--- src/sv/zcbrc_pkg.sv ---
// ----------------------------------------------------------------------------
// zcbrc_pkg
// Shared types and constants of the zero-cross burst relay control block.
// ----------------------------------------------------------------------------
`default_nettype none

package zcbrc_pkg;

   localparam int unsigned COUNT_WIDTH = 5;
   localparam int unsigned DUTY_WIDTH = 6;
   localparam int unsigned CSR_DATA_WIDTH = 16;
   localparam int unsigned STAT_WIDTH = 32;
   localparam int unsigned DELAY_WIDTH_DEFAULT = 16;

   localparam logic [COUNT_WIDTH-1:0] PERIOD_EDGES = 5'd20;
   localparam logic [COUNT_WIDTH-1:0] RESET_FLIP_POINT = 5'd10;
   localparam logic [CSR_DATA_WIDTH-1:0] RESET_DELAY_TICKS = 16'd2000;

   typedef enum logic [1:0] {
      CMD_TICK = 2'd0,
      CMD_EDGE = 2'd1,
      CMD_DUTY = 2'd2
   } command_type;

   typedef enum logic [0:0] {
      CSR_INITIAL_FLIP = 1'b0,
      CSR_DELAY_TICKS  = 1'b1
   } csr_index_type;

endpackage

`default_nettype wire

--- src/sv/zero_cross_burst_relay_control.sv ---
// ----------------------------------------------------------------------------
// zero_cross_burst_relay_control
// Burst-fire relay control driven by zero-cross edges, microsecond ticks and
// duty requests, with a one-shot delay and period measurement.
//
//   Channel | Direction | Handshake          | Contents
//   req     | in        | req_valid/stall    | command, duty value
//   rsp     | out       | rsp_valid/stall    | relay state and statistics
//   csr     | in        | csr_write          | register index, write data
//
// One transaction is accepted per cycle unless req is stalled; its result
// appears in the next cycle from the result register. The state update is a
// single pass of counters and compares between the state registers and the
// result register. Reset is synchronous and restores the register defaults.
// A stalled result holds the result register and stalls req in the same cycle.
// ----------------------------------------------------------------------------
`default_nettype none

module zero_cross_burst_relay_control #(
   parameter int unsigned DELAY_WIDTH = zcbrc_pkg::DELAY_WIDTH_DEFAULT
) (
   input  wire logic                                 clock,
   input  wire logic                                 reset,
   input  wire logic                                 req_valid,
   output logic                                      req_stall,
   input  wire logic [1:0]                           req_command,
   input  wire logic [zcbrc_pkg::DUTY_WIDTH-1:0]     req_duty_value,
   output logic                                      rsp_valid,
   input  wire logic                                 rsp_stall,
   output logic                                      rsp_relay_level,
   output logic [zcbrc_pkg::COUNT_WIDTH-1:0]         rsp_edge_count,
   output logic [zcbrc_pkg::COUNT_WIDTH-1:0]         rsp_active_flip,
   output logic                                      rsp_update_queued,
   output logic                                      rsp_update_applied,
   output logic                                      rsp_request_rejected,
   output logic [zcbrc_pkg::STAT_WIDTH-1:0]          rsp_period_ticks,
   output logic                                      rsp_period_valid,
   output logic [zcbrc_pkg::STAT_WIDTH-1:0]          rsp_cycle_total,
   output logic [zcbrc_pkg::STAT_WIDTH-1:0]          rsp_trigger_total,
   input  wire logic                                 csr_write,
   input  wire logic [0:0]                           csr_index,
   input  wire logic [zcbrc_pkg::CSR_DATA_WIDTH-1:0] csr_wdata
);

   import zcbrc_pkg::*;

   logic                      req_accept;

   logic [CSR_DATA_WIDTH-1:0] delay_ticks_ff, delay_ticks_in;
   logic [COUNT_WIDTH-1:0]    edges_seen_ff, edges_seen_in;
   logic [COUNT_WIDTH-1:0]    flip_now_ff, flip_now_in;
   logic [COUNT_WIDTH-1:0]    flip_queued_ff, flip_queued_in;
   logic                      flip_queued_valid_ff, flip_queued_valid_in;
   logic                      relay_drive_ff, relay_drive_in;
   logic                      scheduled_level_ff, scheduled_level_in;
   logic                      scheduled_valid_ff, scheduled_valid_in;
   logic [DELAY_WIDTH-1:0]    delay_counter_ff, delay_counter_in;
   logic                      delay_running_ff, delay_running_in;
   logic [STAT_WIDTH-1:0]     tick_clock_ff, tick_clock_in;
   logic [STAT_WIDTH-1:0]     last_stamp_ff, last_stamp_in;
   logic                      stamp_seen_ff, stamp_seen_in;
   logic [STAT_WIDTH-1:0]     measured_period_ff, measured_period_in;
   logic                      period_known_ff, period_known_in;
   logic [STAT_WIDTH-1:0]     cycles_done_ff, cycles_done_in;
   logic [STAT_WIDTH-1:0]     triggers_done_ff, triggers_done_in;

   logic                      applied;
   logic                      rejected;
   logic [DELAY_WIDTH-1:0]    delay_target;
   logic [DELAY_WIDTH-1:0]    delay_next;
   logic [COUNT_WIDTH-1:0]    edges_next;
   logic [COUNT_WIDTH-1:0]    flip_next;

   logic                      rsp_valid_ff;
   logic                      out_relay_ff;
   logic [COUNT_WIDTH-1:0]    out_edges_ff;
   logic [COUNT_WIDTH-1:0]    out_flip_ff;
   logic                      out_queued_ff;
   logic                      out_applied_ff;
   logic                      out_rejected_ff;
   logic [STAT_WIDTH-1:0]     out_period_ff;
   logic                      out_period_valid_ff;
   logic [STAT_WIDTH-1:0]     out_cycles_ff;
   logic [STAT_WIDTH-1:0]     out_triggers_ff;

   assign req_stall  = rsp_valid_ff && rsp_stall;
   assign req_accept = req_valid && !req_stall;

   always_comb begin
      delay_ticks_in       = delay_ticks_ff;
      edges_seen_in        = edges_seen_ff;
      flip_now_in          = flip_now_ff;
      flip_queued_in       = flip_queued_ff;
      flip_queued_valid_in = flip_queued_valid_ff;
      relay_drive_in       = relay_drive_ff;
      scheduled_level_in   = scheduled_level_ff;
      scheduled_valid_in   = scheduled_valid_ff;
      delay_counter_in     = delay_counter_ff;
      delay_running_in     = delay_running_ff;
      tick_clock_in        = tick_clock_ff;
      last_stamp_in        = last_stamp_ff;
      stamp_seen_in        = stamp_seen_ff;
      measured_period_in   = measured_period_ff;
      period_known_in      = period_known_ff;
      cycles_done_in       = cycles_done_ff;
      triggers_done_in     = triggers_done_ff;
      applied              = 1'b0;
      rejected             = 1'b0;

      delay_target = DELAY_WIDTH'(delay_ticks_ff);
      if (delay_target == '0) begin
         delay_target = DELAY_WIDTH'(1);
      end
      delay_next = delay_counter_ff + DELAY_WIDTH'(1);
      edges_next = edges_seen_ff + COUNT_WIDTH'(1);
      flip_next  = flip_queued_valid_ff ? flip_queued_ff : flip_now_ff;

      if (req_accept) begin
         case (req_command)
            CMD_TICK: begin
               tick_clock_in = tick_clock_ff + STAT_WIDTH'(1);
               if (delay_running_ff) begin
                  delay_counter_in = delay_next;
                  if (delay_next >= delay_target) begin
                     delay_running_in = 1'b0;
                     if (scheduled_valid_ff) begin
                        relay_drive_in     = scheduled_level_ff;
                        scheduled_valid_in = 1'b0;
                     end
                  end
               end
            end
            CMD_EDGE: begin
               edges_seen_in = edges_next;
               if (flip_now_ff != '0 && flip_now_ff < PERIOD_EDGES &&
                   edges_next == flip_now_ff) begin
                  triggers_done_in   = triggers_done_ff + STAT_WIDTH'(1);
                  scheduled_level_in = 1'b0;
                  scheduled_valid_in = 1'b1;
                  delay_counter_in   = '0;
                  delay_running_in   = 1'b1;
               end else if (edges_next >= PERIOD_EDGES) begin
                  triggers_done_in = triggers_done_ff + STAT_WIDTH'(1);
                  if (stamp_seen_ff) begin
                     measured_period_in = tick_clock_ff - last_stamp_ff;
                     period_known_in    = 1'b1;
                  end
                  last_stamp_in        = tick_clock_ff;
                  stamp_seen_in        = 1'b1;
                  cycles_done_in       = cycles_done_ff + STAT_WIDTH'(1);
                  applied              = flip_queued_valid_ff;
                  flip_now_in          = flip_next;
                  flip_queued_valid_in = 1'b0;
                  edges_seen_in        = '0;
                  scheduled_level_in   = (flip_next != '0);
                  scheduled_valid_in   = 1'b1;
                  delay_counter_in     = '0;
                  delay_running_in     = 1'b1;
               end
            end
            CMD_DUTY: begin
               if (req_duty_value > DUTY_WIDTH'(PERIOD_EDGES)) begin
                  rejected = 1'b1;
               end else if (req_duty_value == DUTY_WIDTH'(flip_now_ff)) begin
                  flip_queued_valid_in = 1'b0;
               end else begin
                  flip_queued_in       = req_duty_value[COUNT_WIDTH-1:0];
                  flip_queued_valid_in = 1'b1;
               end
            end
            default: begin
            end
         endcase
      end

      if (csr_write) begin
         unique case (csr_index_type'(csr_index))
            CSR_INITIAL_FLIP: begin
               if (csr_wdata[COUNT_WIDTH-1:0] <= PERIOD_EDGES) begin
                  flip_now_in          = csr_wdata[COUNT_WIDTH-1:0];
                  flip_queued_valid_in = 1'b0;
                  relay_drive_in       = (csr_wdata[COUNT_WIDTH-1:0] != '0);
               end
            end
            CSR_DELAY_TICKS: begin
               delay_ticks_in = csr_wdata;
            end
         endcase
      end
   end

   always_ff @(posedge clock) begin
      if (reset) begin
         delay_ticks_ff       <= RESET_DELAY_TICKS;
         edges_seen_ff        <= '0;
         flip_now_ff          <= RESET_FLIP_POINT;
         flip_queued_ff       <= '0;
         flip_queued_valid_ff <= 1'b0;
         relay_drive_ff       <= (RESET_FLIP_POINT != '0);
         scheduled_level_ff   <= 1'b0;
         scheduled_valid_ff   <= 1'b0;
         delay_counter_ff     <= '0;
         delay_running_ff     <= 1'b0;
         tick_clock_ff        <= '0;
         last_stamp_ff        <= '0;
         stamp_seen_ff        <= 1'b0;
         measured_period_ff   <= '0;
         period_known_ff      <= 1'b0;
         cycles_done_ff       <= '0;
         triggers_done_ff     <= '0;
         rsp_valid_ff         <= 1'b0;
      end else begin
         delay_ticks_ff       <= delay_ticks_in;
         edges_seen_ff        <= edges_seen_in;
         flip_now_ff          <= flip_now_in;
         flip_queued_ff       <= flip_queued_in;
         flip_queued_valid_ff <= flip_queued_valid_in;
         relay_drive_ff       <= relay_drive_in;
         scheduled_level_ff   <= scheduled_level_in;
         scheduled_valid_ff   <= scheduled_valid_in;
         delay_counter_ff     <= delay_counter_in;
         delay_running_ff     <= delay_running_in;
         tick_clock_ff        <= tick_clock_in;
         last_stamp_ff        <= last_stamp_in;
         stamp_seen_ff        <= stamp_seen_in;
         measured_period_ff   <= measured_period_in;
         period_known_ff      <= period_known_in;
         cycles_done_ff       <= cycles_done_in;
         triggers_done_ff     <= triggers_done_in;
         if (req_accept) begin
            rsp_valid_ff <= 1'b1;
         end else if (!rsp_stall) begin
            rsp_valid_ff <= 1'b0;
         end
      end
   end

   always_ff @(posedge clock) begin
      if (req_accept) begin
         out_relay_ff        <= relay_drive_in;
         out_edges_ff        <= edges_seen_in;
         out_flip_ff         <= flip_now_in;
         out_queued_ff       <= flip_queued_valid_in;
         out_applied_ff      <= applied;
         out_rejected_ff     <= rejected;
         out_period_ff       <= measured_period_in;
         out_period_valid_ff <= period_known_in;
         out_cycles_ff       <= cycles_done_in;
         out_triggers_ff     <= triggers_done_in;
      end
   end

   assign rsp_valid            = rsp_valid_ff;
   assign rsp_relay_level      = out_relay_ff;
   assign rsp_edge_count       = out_edges_ff;
   assign rsp_active_flip      = out_flip_ff;
   assign rsp_update_queued    = out_queued_ff;
   assign rsp_update_applied   = out_applied_ff;
   assign rsp_request_rejected = out_rejected_ff;
   assign rsp_period_ticks     = out_period_ff;
   assign rsp_period_valid     = out_period_valid_ff;
   assign rsp_cycle_total      = out_cycles_ff;
   assign rsp_trigger_total    = out_triggers_ff;

endmodule

`default_nettype wire

--- config.mk ---
export PLATFORM = sky130hd
export DESIGN_NAME = zero_cross_burst_relay_control
export DESIGN_NICKNAME = d
export VERILOG_FILES = /design/src/sv/zcbrc_pkg.sv /design/src/sv/zero_cross_burst_relay_control.sv
export SDC_FILE = /design/constraint.sdc
export NUM_CORES = 1
export LEC_CHECK = 0
export BUFFER_PORTS_ARGS = -buffer_cell sky130_fd_sc_hd__buf_2
export CORE_AREA = 2 2 147 185
export DETAILED_ROUTE_END_ITERATION = 16
export DIE_AREA = 0 0 149 187
export GPL_TIMING_DRIVEN = 0
export PLACE_DENSITY = 0.91
export RECOVER_POWER = 100
export SYNTH_ARGS = -nofsm -noshare
export SYNTH_HDL_FRONTEND = slang
export SYNTH_SLANG_ARGS = --single-unit
--- constraint.sdc ---
create_clock -name clock -period 8.65 [get_ports clock]
set_input_delay 1.73 -clock clock [delete_from_list [all_inputs] [get_ports clock]]
set_output_delay 1.73 -clock clock [all_outputs]
set_load 0.005 [all_outputs]
# [After elaboration in Yosys (flattened, before gate mapping)]
# Index checks and enable logic that the tools add are counted.
# W data, S select, Z words.
[op_classes] addsub=6 n_mul=0 n_div=0 magnitude_cmp=5 n_eq_ne=8 shifts=0 muxes=65 bitwise=5 reduce_logical=21
[ops] operator="$mux W32" n=13
[ops] operator="$add A32 B1 Y32 const B" n=3
[ops] operator="$mux W16" n=4
[ops] operator="$mux W5" n=12
[ops] operator="$mux W1" n=32
[ops] operator="$pmux W16 S2" n=1
[ops] operator="$sub A32 B32 Y32" n=1
[ops] operator="$add A16 B1 Y16 const B" n=1
[ops] operator="$ge A16 B16 Y1" n=1
[ops] operator="$logic_not A16 Y1" n=1
[ops] operator="$reduce_bool A5 Y1" n=3
[ops] operator="$reduce_and A4 Y1" n=3
[ops] operator="$eq A6 B5 Y1" n=1
[ops] operator="$gt A6 B5 Y1 const B" n=1
[ops] operator="$pmux W1 S2" n=3
[ops] operator="$reduce_and A3 Y1" n=2
[ops] operator="$add A5 B1 Y5 const B" n=1
[ops] operator="$eq A5 B5 Y1" n=1
[ops] operator="$ge A5 B5 Y1 const B" n=1
[ops] operator="$le A5 B5 Y1 const B" n=1
[ops] operator="$lt A5 B5 Y1 const B" n=1
[ops] operator="$not A1 Y1" n=5
[ops] operator="$reduce_and A5 Y1" n=1
[ops] operator="$logic_and A1 B1 Y1" n=4
[ops] operator="10 further kinds" n=13
[word_totals] regBits=326 latch_bits=0 ram_bits=0 romBits=0 in_bits=30 output_inout_bits=113 elab_cells=138 n_memories=0

# [Longest topological paths before layout]
# Gate-level depths: netlist of the first run.
[logic_depth] ltp_word=10 mapped_depth=13 depth_no_buf=13

# [Worst setup path before layout of the first run]
# OpenSTA, ideal clock, no wires.
[synth_timing] path_type="in2reg" start="in req_valid" end="reg triggers_done_ff[27]" arrival_ps=6939 required_time_ps=8529 path_slack_ps=1590 stages=7 path_buffers=1 path_cell_list="a21boi_2 -> nand2_1 -> or3_1 -> buf_2 -> nor2_1 -> nand4_1 -> mux2_2"
[synth_between] elab_chain_cells=2
[synth_rtl] item="from (decl)" line="zero_cross_burst_relay_control.sv:24" text="input wire logic req_valid,"
[synth_rtl] item="$logic_and A1 B1 Y1" line="zero_cross_burst_relay_control.sv:87" text="assign req_accept = req_valid && !req_stall;"
[synth_rtl] item="$mux W32" line="zero_cross_burst_relay_control.sv:118" text="if (req_accept) begin"
[synth_rtl] item="to (signal assigned)" line="zero_cross_burst_relay_control.sv:229" text="triggers_done_ff <= triggers_done_in;"
[synth_rtl] item="to (decl)" line="zero_cross_burst_relay_control.sv:65" text="logic [STAT_WIDTH-1:0] triggers_done_ff, triggers_done_in;"
# No other way between the ends.
# A chain may end at the register's enable or synchronous reset.

# [Worst setup path after layout of the first run]
[layout_timing] start="in rsp_stall" end="reg out_flip_ff[4] (netlist: rsp_active_flip[4]) (data pin)"
[layout_between] elab_chain_cells=7
[layout_rtl] item="from (decl)" line="zero_cross_burst_relay_control.sv:29" text="input wire logic rsp_stall,"
[layout_rtl] item="$logic_and A1 B1 Y1 *" line="zero_cross_burst_relay_control.sv:86" text="assign req_stall = rsp_valid_ff && rsp_stall;"
[layout_rtl] item="$logic_not A1 Y1 *" line="zero_cross_burst_relay_control.sv:87"
[layout_rtl] item="$logic_and A1 B1 Y1 *" line="zero_cross_burst_relay_control.sv:87"
[layout_rtl] item="named net req_accept" line="zero_cross_burst_relay_control.sv:47" text="logic req_accept;"
[layout_rtl] item="$mux W5 *" line="zero_cross_burst_relay_control.sv:118"
[layout_rtl] item="$mux W5" line="zero_cross_burst_relay_control.sv:179" text="if (csr_wdata[COUNT_WIDTH-1:0] <= PERIOD_EDGES) begin"
[layout_rtl] item="$mux W5" line="zero_cross_burst_relay_control.sv:177" text="unique case (csr_index_type'(csr_index))"
[layout_rtl] item="$mux W5 *" line="zero_cross_burst_relay_control.sv:176" text="if (csr_write) begin"
[layout_rtl] item="named net flip_now_in[4]" line="zero_cross_burst_relay_control.sv:51" text="logic [COUNT_WIDTH-1:0] flip_now_ff, flip_now_in;"
[layout_rtl] item="to (signal assigned)" line="zero_cross_burst_relay_control.sv:242" text="out_flip_ff <= flip_now_in;"
[layout_rtl] item="to (decl)" line="zero_cross_burst_relay_control.sv:77" text="logic [COUNT_WIDTH-1:0] out_flip_ff;"
# Mark *: on every way through the listed nets, which the timed path passes. The rest lies on a longest branch.

==> results of run 1 <==
## how the worst max path moves through the flow
stage	startpoint	to	cells past startpoint
2_1_floorplan	req_valid	triggers_done_ff[27]	7
3_3_place_gp	rsp_stall	triggers_done_ff[24]	8
3_5_place_dp	rsp_stall	last_stamp_ff[30]	10
4_1_cts	rsp_stall	triggers_done_ff[24]	10
5_1_grt	rsp_stall	rsp_period_ticks[20]	11
6_report	rsp_stall	rsp_active_flip[4]	9
## power by group through the flow
stage / clock [mW] / combinational [mW] / sequential [mW]
floorplan: 0 / 0.0649 / 1.67
global placement: 0 / 0.128 / 1.67
detailed placement: 0 / 0.139 / 1.66
CTS: 1.42 / 0.141 / 1.63
global route: 1.48 / 0.144 / 1.63
finish: 1.41 / 0.133 / 1.63
## sequential cells by signal, indices dropped and copies added, names as in the netlist, 5 cells and up
name,cells
rsp_period_ticks,32
triggers_done_ff,32
last_stamp_ff,32
flip_queued_ff,5
cycles_done_ff,32
delay_counter_ff,16
flip_now_ff,5
delay_ticks_ff,16
rsp_trigger_total,32
edges_seen_ff,5
rsp_edge_count,5
measured_period_ff,32
tick_clock_ff,32
rsp_active_flip,5
rsp_cycle_total,32
## worst max-delay path: stages
cell and delay [ps]:
buf_2 100, a21boi_0 1540, clkbuf_1 860, buf_12 290
and2_0 150, clkbuf_1 360, nand3_1 340, mux2i_1 270
a21oi_1 580
## synth_stat cells (all sizes together) (4+ instances only)
library cell | n | area [µm²]
xor2 | 59 | 517
nor2b | 91 | 569
or2 | 6 | 37.5
nand4 | 31 | 194
edfxtp | 111 | 3330
buf | 20 | 139
xnor2 | 68 | 596
or4 | 5 | 42.5
o21a | 5 | 37.5
and3 | 22 | 138
nand2b | 13 | 81.3
a31oi | 18 | 113
nor2 | 100 | 378
nand3 | 50 | 255
dfxtp | 215 | 4300
a21oi | 114 | 574
ha | 56 | 701
nor4 | 8 | 56.3
nor3 | 30 | 150
o21bai | 4 | 30.0
clkbuf | 51 | 191
or3 | 26 | 170
mux2 | 14 | 158
nor4b | 4 | 47.6
o211ai | 7 | 52.6
inv | 72 | 270
o21ai | 69 | 345
a21o | 14 | 105
and2 | 11 | 68.8
mux2i | 19 | 190
and4 | 11 | 96.3
nand2 | 238 | 903
a211oi | 6 | 50.1
nand3b | 14 | 105
nor3b | 8 | 65.1
## cells in the final DEF (no fill, tap or decap), types with 34 or more instances in the layout
cell type | netlist | routed
a21oi_1 | 113 | 113
buf_2 | 12 | 112
clkbuf_1 | 51 | 102
clkbuf_16 | 0 | 34
dfxtp_1 | 215 | 215
edfxtp_1 | 111 | 111
ha_1 | 56 | 56
inv_1 | 72 | 72
nand2_1 | 236 | 237
nand3_1 | 49 | 49
nor2_1 | 99 | 100
nor2b_1 | 91 | 91
o21ai_0 | 68 | 69
xnor2_1 | 68 | 68
xor2_1 | 59 | 59
## kinds of logic (layout without fill, tap and decap cells)
| group | after synthesis | count (layout) | synth area share (%) |
|---|---|---|---|
| muxes | 33 | 33 | 2.24 |
| adders and majority gates | 57 | 57 | 4.65 |
| AOI/OAI and AO/OA | 276 | 276 | 10.8 |
| and+or+nand+nor | 672 | 672 | 21.9 |
| DFF | 326 | 326 | 49.3 |
| xor gates and xnor gates | 127 | 127 | 7.18 |
| buffers and inverters | 144 | 345 | 3.94 |
## area by class of cell
class                   instances  area [µm²]
multi-input cells            1165        7210
flip-flops and latches        326        7640
clock inverters                12         150
clock buffers                  44         928
plain buffers                  72         313
fillers                      1946        8690
inverters                      72         270
repair buffers                145         691
well taps                     345         432
## stage by stage
step / total power, mW / std cells / util [%] / setup TNS, ps / hold slack, ps
2_1_floorplan: 1.73 / 1635 / - / 0 / 425
3_3_place_gp: 1.79 / 2121 / 63.2 / -44610 / 436
3_5_place_dp: 1.80 / 2125 / 63.6 / 0 / 449
4_1_cts: 3.19 / 2181 / 67.7 / 0 / 457
5_1_grt: 3.26 / 2181 / 67.0 / 0 / 479
6_report: 3.18 / 2181 / 67.0 / 0 / 458
## routing by layer
layer,up-vias,wire length [µm],part of all wire (%)
li1,6031,-,-
met2,532,18900,49
met4,0,2490,6.4
met3,170,2360,6.1
met1,6100,15000,39
met5,-,0,0
==> metrics.csv, run 1 <==
stage,metric,value,unit
timing,setup_viol,0,
power_and_ir_drop,power_leakage,7.05,nW
synthesis,synth_area_per_cell,9.48,µm²
drt,wl_per_cell,17.8,µm
floorplan,die_x,149,µm
power_and_ir_drop,power.switching,683,µW
timing,clock_skew,9.25,ps
placed_design,io_buffers,141,
drt,drc,0,
synthesis,ys_seq_area_share,49.3,%
global_route,globalRouteOverflowTotal,0,
global_route,grt_pass1_wl,62200,µm
power_and_ir_drop,clock_power_share,44.5,%
floorplan,ios,143,
synthesis,synth_flop_cell,dfxtp_1,
drt,vias_per_cell,5.88,
power_and_ir_drop,peakVddDrop,0.000133,V
worst_setup_path,r2r-start,rsp_valid,
power_and_ir_drop,sw_frac_of_total,21.5,%
timing,max_freq,167,MHz
global_route,use_met1,31.6,%
timing,maxSlewViolCount,81,
timing,setup_ws,2680,ps
timing,final_hold_viol_count,0,
worst_setup_path,start_kind,input pin,
clock_tree,post-cts-setup-buffers,0,
synthesis,syn-cell-area,15500,µm²
job,maxCapViolations,3,
drt,drt_iter0_drc,904,
clock_tree,cts_root_buf,clkbuf_16,
worst_setup_path,end_kind,flop,
worst_setup_path,r2r_end,rsp_active_flip[4],
final_layout,fin_nets,1899,
power_and_ir_drop,power_density,180,nW/µm²
floorplan,initial_core_util,58.9,%
worst_setup_path,cp_max_fo,30,
worst_setup_path,worst_ep_required_time,8920,ps
clock_tree,cts_buffers,30,
status,outcome,"complete, but fails checks",
worst_setup_path,critPathArrivalTime,6250,ps
power_and_ir_drop,seqPwrFrac,51.3,%
hold_path,hold_end,last_stamp_ff[28],
global_route,use_met2,47.6,%
floorplan,die_h,187,µm
final_layout,layout-drive-gt1-share,10.6,%
clock_tree,tritoncts,yes,
synthesis,synth.ff_latch_count,326,
power_and_ir_drop,internal-power,2.49,mW
clock_tree,clkTransAtPathRegs,60,ps
worst_setup_path,critical_path_class,in -> reg,
floorplan,dieArea,27900,µm²
drt,drtAntennaViolNets,0,
placed_design,pre_cts_slack,4010,ps
synthesis,synth_edf_count,111,
synthesis,synth-async-reset-ratio,0,%
worst_setup_path,r2r_cells,8,
timing,rsz0062_at_grt,no,
hold_path,holdPathStages,2,
power_and_ir_drop,p_comb_share,4.2,%
drt,drt_first_pass_iters,5,
timing,slew-limit-headroom,-38.3,%
clock_tree,ctsHoldBuffers,0,
drt,vias,12833,
synthesis,syn_nets,1722,
clock_tree,clock_latency,560,ps
floorplan,rows,67,
global_route,antenna_found_initial,0,
global_route,use_met3,4.07,%
clock_tree,cts_buffer_depth,3,
final_layout,diodes,0,
global_route,grt_pass1_vias,12759,
clock_tree,cts_resized,0,
status,violations,"max-capacitance violations, max-slew violations",
timing,tightest_slew,2060,ps
hold_path,hold_path_class,reg -> reg,
global_route,grtUsageTotal,27.3,%
placed_design,placed_area,16700,µm²
floorplan,design.core.area,26300,µm²
timing,min_period,5970,ps
placed_design,place_congestion,0.935,
worst_setup_path,r2r_setup_slack,3650,ps
synthesis,syn_inst,1635,
placed_design,dp_hpwl,27400,µm
timing,period_share,69.0,%
synthesis,ys_types,78,
final_layout,fin_area,17600,µm²
synthesis,ys_warn_count,0,
hold_path,hp-start,last_stamp_ff[28],
final_layout,syn_to_final_growth,13.8,%
global_route,grt-busiest-layer,met2,
drt,drt_wl_total,38700,µm
global_route,grt_max_degree,34,
clock_tree,cts.sinks,326,
clock_tree,cts_htree_levels,1,
Power figures use the tool's default switching activity.
==> run 2, diff against run 1 <==
Settings changed: ABC_AREA set to 1, CORE_AREA 2 2 147 185 to 2 2 162 204, DIE_AREA 0 0 149 187 to 0 0 164 206, PLACE_DENSITY 0.91 to 0.88.
Clock period 8.65 ns to 4.8 ns, I/O delays scaled along.
==> run 2 against run 1 <==
Compared with the run above: the run now ends clean; worst hold slack got worse by 0.52 ps; cell area grew 10%; sequential share of layout area is 4.1 points lower; sequential cell count stayed put; core utilization decreased by 6.4 points; critical endpoint is now rsp_period_ticks[22].
==> metrics.csv, run 2 <==
stage,metric,value,unit
power_and_ir_drop,total_power,5.98,mW
synthesis,synth_area_per_cell,7.46,µm²
global_route,grt_max_degree,72,
status,outcome,"complete, no violations",
power_and_ir_drop,power_leakage,8.41,nW
final_layout,layout-drive-gt1-share,6.05,%
power_and_ir_drop,peakVddDrop,0.000288,V
drt,drt_iter0_drc,1439,
timing,period_share,75.0,%
placed_design,placed_area,18600,µm²
clock_tree,ctsHoldBuffers,0,
clock_tree,cts_resized,0,
worst_setup_path,cpLargestDelayFamily,simple AND/OR/NAND/NOR gates,
synthesis,yosys-top-cells-count,"nand2_1, inv_1, nor2_1",
drt,vias_per_cell,5.52,
worst_setup_path,critPathSlowestCell,nor2_1,
timing,min_period,3600,ps
timing,setup_viol,0,
synthesis,syn-cell-area,17400,µm²
drt,wl_per_cell,16.4,µm
global_route,grtUsageTotal,28.5,%
final_layout,fin_nets,2589,
timing,tightest_slew,1360,ps
clock_tree,cts.sinks,326,
hold_path,hold_path_class,reg -> reg,
global_route,antenna_found_initial,0,
final_layout,fin_area,19500,µm²
synthesis,synth_flop_cell,dfxtp_1,
power_and_ir_drop,seqPwrFrac,49.1,%
clock_tree,post-cts-setup-buffers,0,
final_layout,fillers,2959,
worst_setup_path,critPathArrivalTime,3950,ps
synthesis,syn_nets,2414,
clock_tree,clock_latency,600,ps
floorplan,die_x,164,µm
floorplan,initial_core_util,54.0,%
drt,vias,16250,
worst_setup_path,slowest_delay,580,ps
final_layout,final_common_cell,nand2_1,
clock_tree,cts_root_buf,clkbuf_16,
drt,drc,0,
timing,slew-limit-headroom,9.48,%
power_and_ir_drop,sw_frac_of_total,23.0,%
final_layout,syn_to_final_growth,12.2,%
clock_tree,clkTransAtPathRegs,70,ps
global_route,grt_pass1_wl,77200,µm
power_and_ir_drop,p_comb_share,4.8,%
synthesis,ys_seq_area_share,44.0,%
clock_tree,tritoncts,yes,
worst_setup_path,critical_path_class,reg -> reg,
clock_tree,cts_buffer_depth,3,
worst_setup_path,cp_max_fo,10,
timing,clock_skew,17.7,ps
floorplan,rows,74,
drt,drtAntennaViolNets,0,
power_and_ir_drop,internal-power,4.61,mW
placed_design,io_buffers,141,
final_layout,diodes,0,
clock_tree,cts_htree_levels,1,
global_route,globalRouteOverflowTotal,0,
floorplan,ios,143,
worst_setup_path,start_kind,flop,
synthesis,synth_edf_count,111,
final_layout,fin_util,60.6,%
worst_setup_path,startpoint,edges_seen_ff[0],
synthesis,synth.ff_latch_count,326,
worst_setup_path,cp_cell_sequence,ha_1 > nand3_1 > nand2_1 > nand2_1 > inv_1 > nand2_1 > nor2_1 > inv_1 > nor2_1 > clkbuf_1 > clkbuf_1 > nand2_1 > nand2_1 > inv_1,
floorplan,design.core.area,32100,µm²
synthesis,yosysTopAreaCell,dfxtp_1,
timing,finalSetupTns,0,ps
synthesis,synth_top_area_share,24.8,%
synthesis,synth-async-reset-ratio,0,%
power_and_ir_drop,power_density,307,nW/µm²
timing,rsz0062_at_grt,no,
worst_setup_path,path_buf_inv,5,
timing,maxSlewViolCount,0,
synthesis,ys_warn_count,0,
timing,max_freq,278,MHz
worst_setup_path,worst_ep_required_time,5150,ps
worst_setup_path,cpMostUsedCell,nand2_1,
job,maxCapViolations,0,
synthesis,ys_top_cells_by_area,"dfxtp_1, edfxtp_1, nand2_1",
drt,drt_wl_total,48400,µm
synthesis,syn_inst,2327,
final_layout,instances_no_fill,2945,
global_route,grt_pass1_vias,15839,
floorplan,die_h,206,µm
worst_setup_path,r2r-start,edges_seen_ff[0],
final_layout,final_cell_mix,"nand2_1, inv_1, nor2_1",
clock_tree,cts_buffers,31,
power_and_ir_drop,clock_power_share,46.2,%
placed_design,dp_hpwl,36700,µm
timing,final_hold_viol_count,0,
worst_setup_path,end_kind,flop,
floorplan,dieArea,33800,µm²
power_and_ir_drop,power.switching,1.38,mW
synthesis,yosysMostFrequentCell,nand2_1,
placed_design,dpl.cell_count,2887,
placed_design,place_congestion,0.983,
synthesis,ys_types,53,
drt,drt_first_pass_iters,8,
hold_path,hp-start,flip_queued_ff[1],
-- run 2: changes by cell type after synthesis, moves of 68 or more --
cell / before / now
nand2_1: 236 / 612
nor2b_1: 91 / 0
a21oi_1: 113 / 190
nor2_1: 99 / 234
o21ai_0: 68 / 136
inv_1: 72 / 292
-- run 2: cell type report --
| cell class | instances | area, µm² | share of cell area (%) |
|---|---|---|---|
| clock buffer | 35 | 811 | 4.16 |
| sequential | 326 | 7640 | 39.2 |
| inverter | 298 | 1120 | 5.74 |
| multi-input combinational | 1634 | 8160 | 41.9 |
| buffer | 69 | 263 | 1.35 |
| tap | 418 | 523 | 2.68 |
| timing repair buffer | 142 | 633 | 3.25 |
| clock inverter | 23 | 340 | 1.75 |
-- run 2: per-layer routing --
metal	wire (µm)	global-route usage, %
met1	18200	31.9
met2	24800	53.0
met3	2930	2.93
met4	2410	14.5
met5	0	0
-- run 2: power by group through the flow --
stage               sequential (mW)  combinational (mW)  clock [mW]
floorplan                      3.00               0.149           0
global placement               3.00               0.282           0
detailed placement             3.00               0.293           0
CTS                            2.94               0.295        2.78
global route                   2.94               0.316        2.89
finish                         2.94               0.285        2.76
-- run 2: tightest hold or removal path, stage by stage, from the launching register on --
cell     delay [ps]
dfxtp_1         310
inv_1            50
a21oi_1          50
-- run 2: stage by stage --
step / hold WS (ps) / setup slack (ps)
after floorplan: 424 / 1140
after global placement: 438 / 195
after detailed placement: 445 / 1370
after CTS: 456 / 1340
after global routing: 474 / 931
final: 457 / 1200
-- run 2: cell families (layout without fill, tap and decap cells) --
logic type,count (synthesis),after routing,synth area share [%]
compound gates,384,384,11.8
xor+xnor,75,75,3.78
fa+ha+maj,57,57,4.15
buf+inv,367,567,8.21
flops,326,326,44.0
simple gates,1118,1118,28.1
-- run 2: worst paths after layout --
| path | slack, ps | end | cells past startpoint |
|---|---|---|---|
| max | 1200 | rsp_period_ticks[22] | 14 |
| min | 460 | flip_queued_ff[1] | 2 |
| max reg2reg | 1200 | rsp_period_ticks[22] | 14 |
| min reg2reg | 460 | flip_queued_ff[1] | 2 |
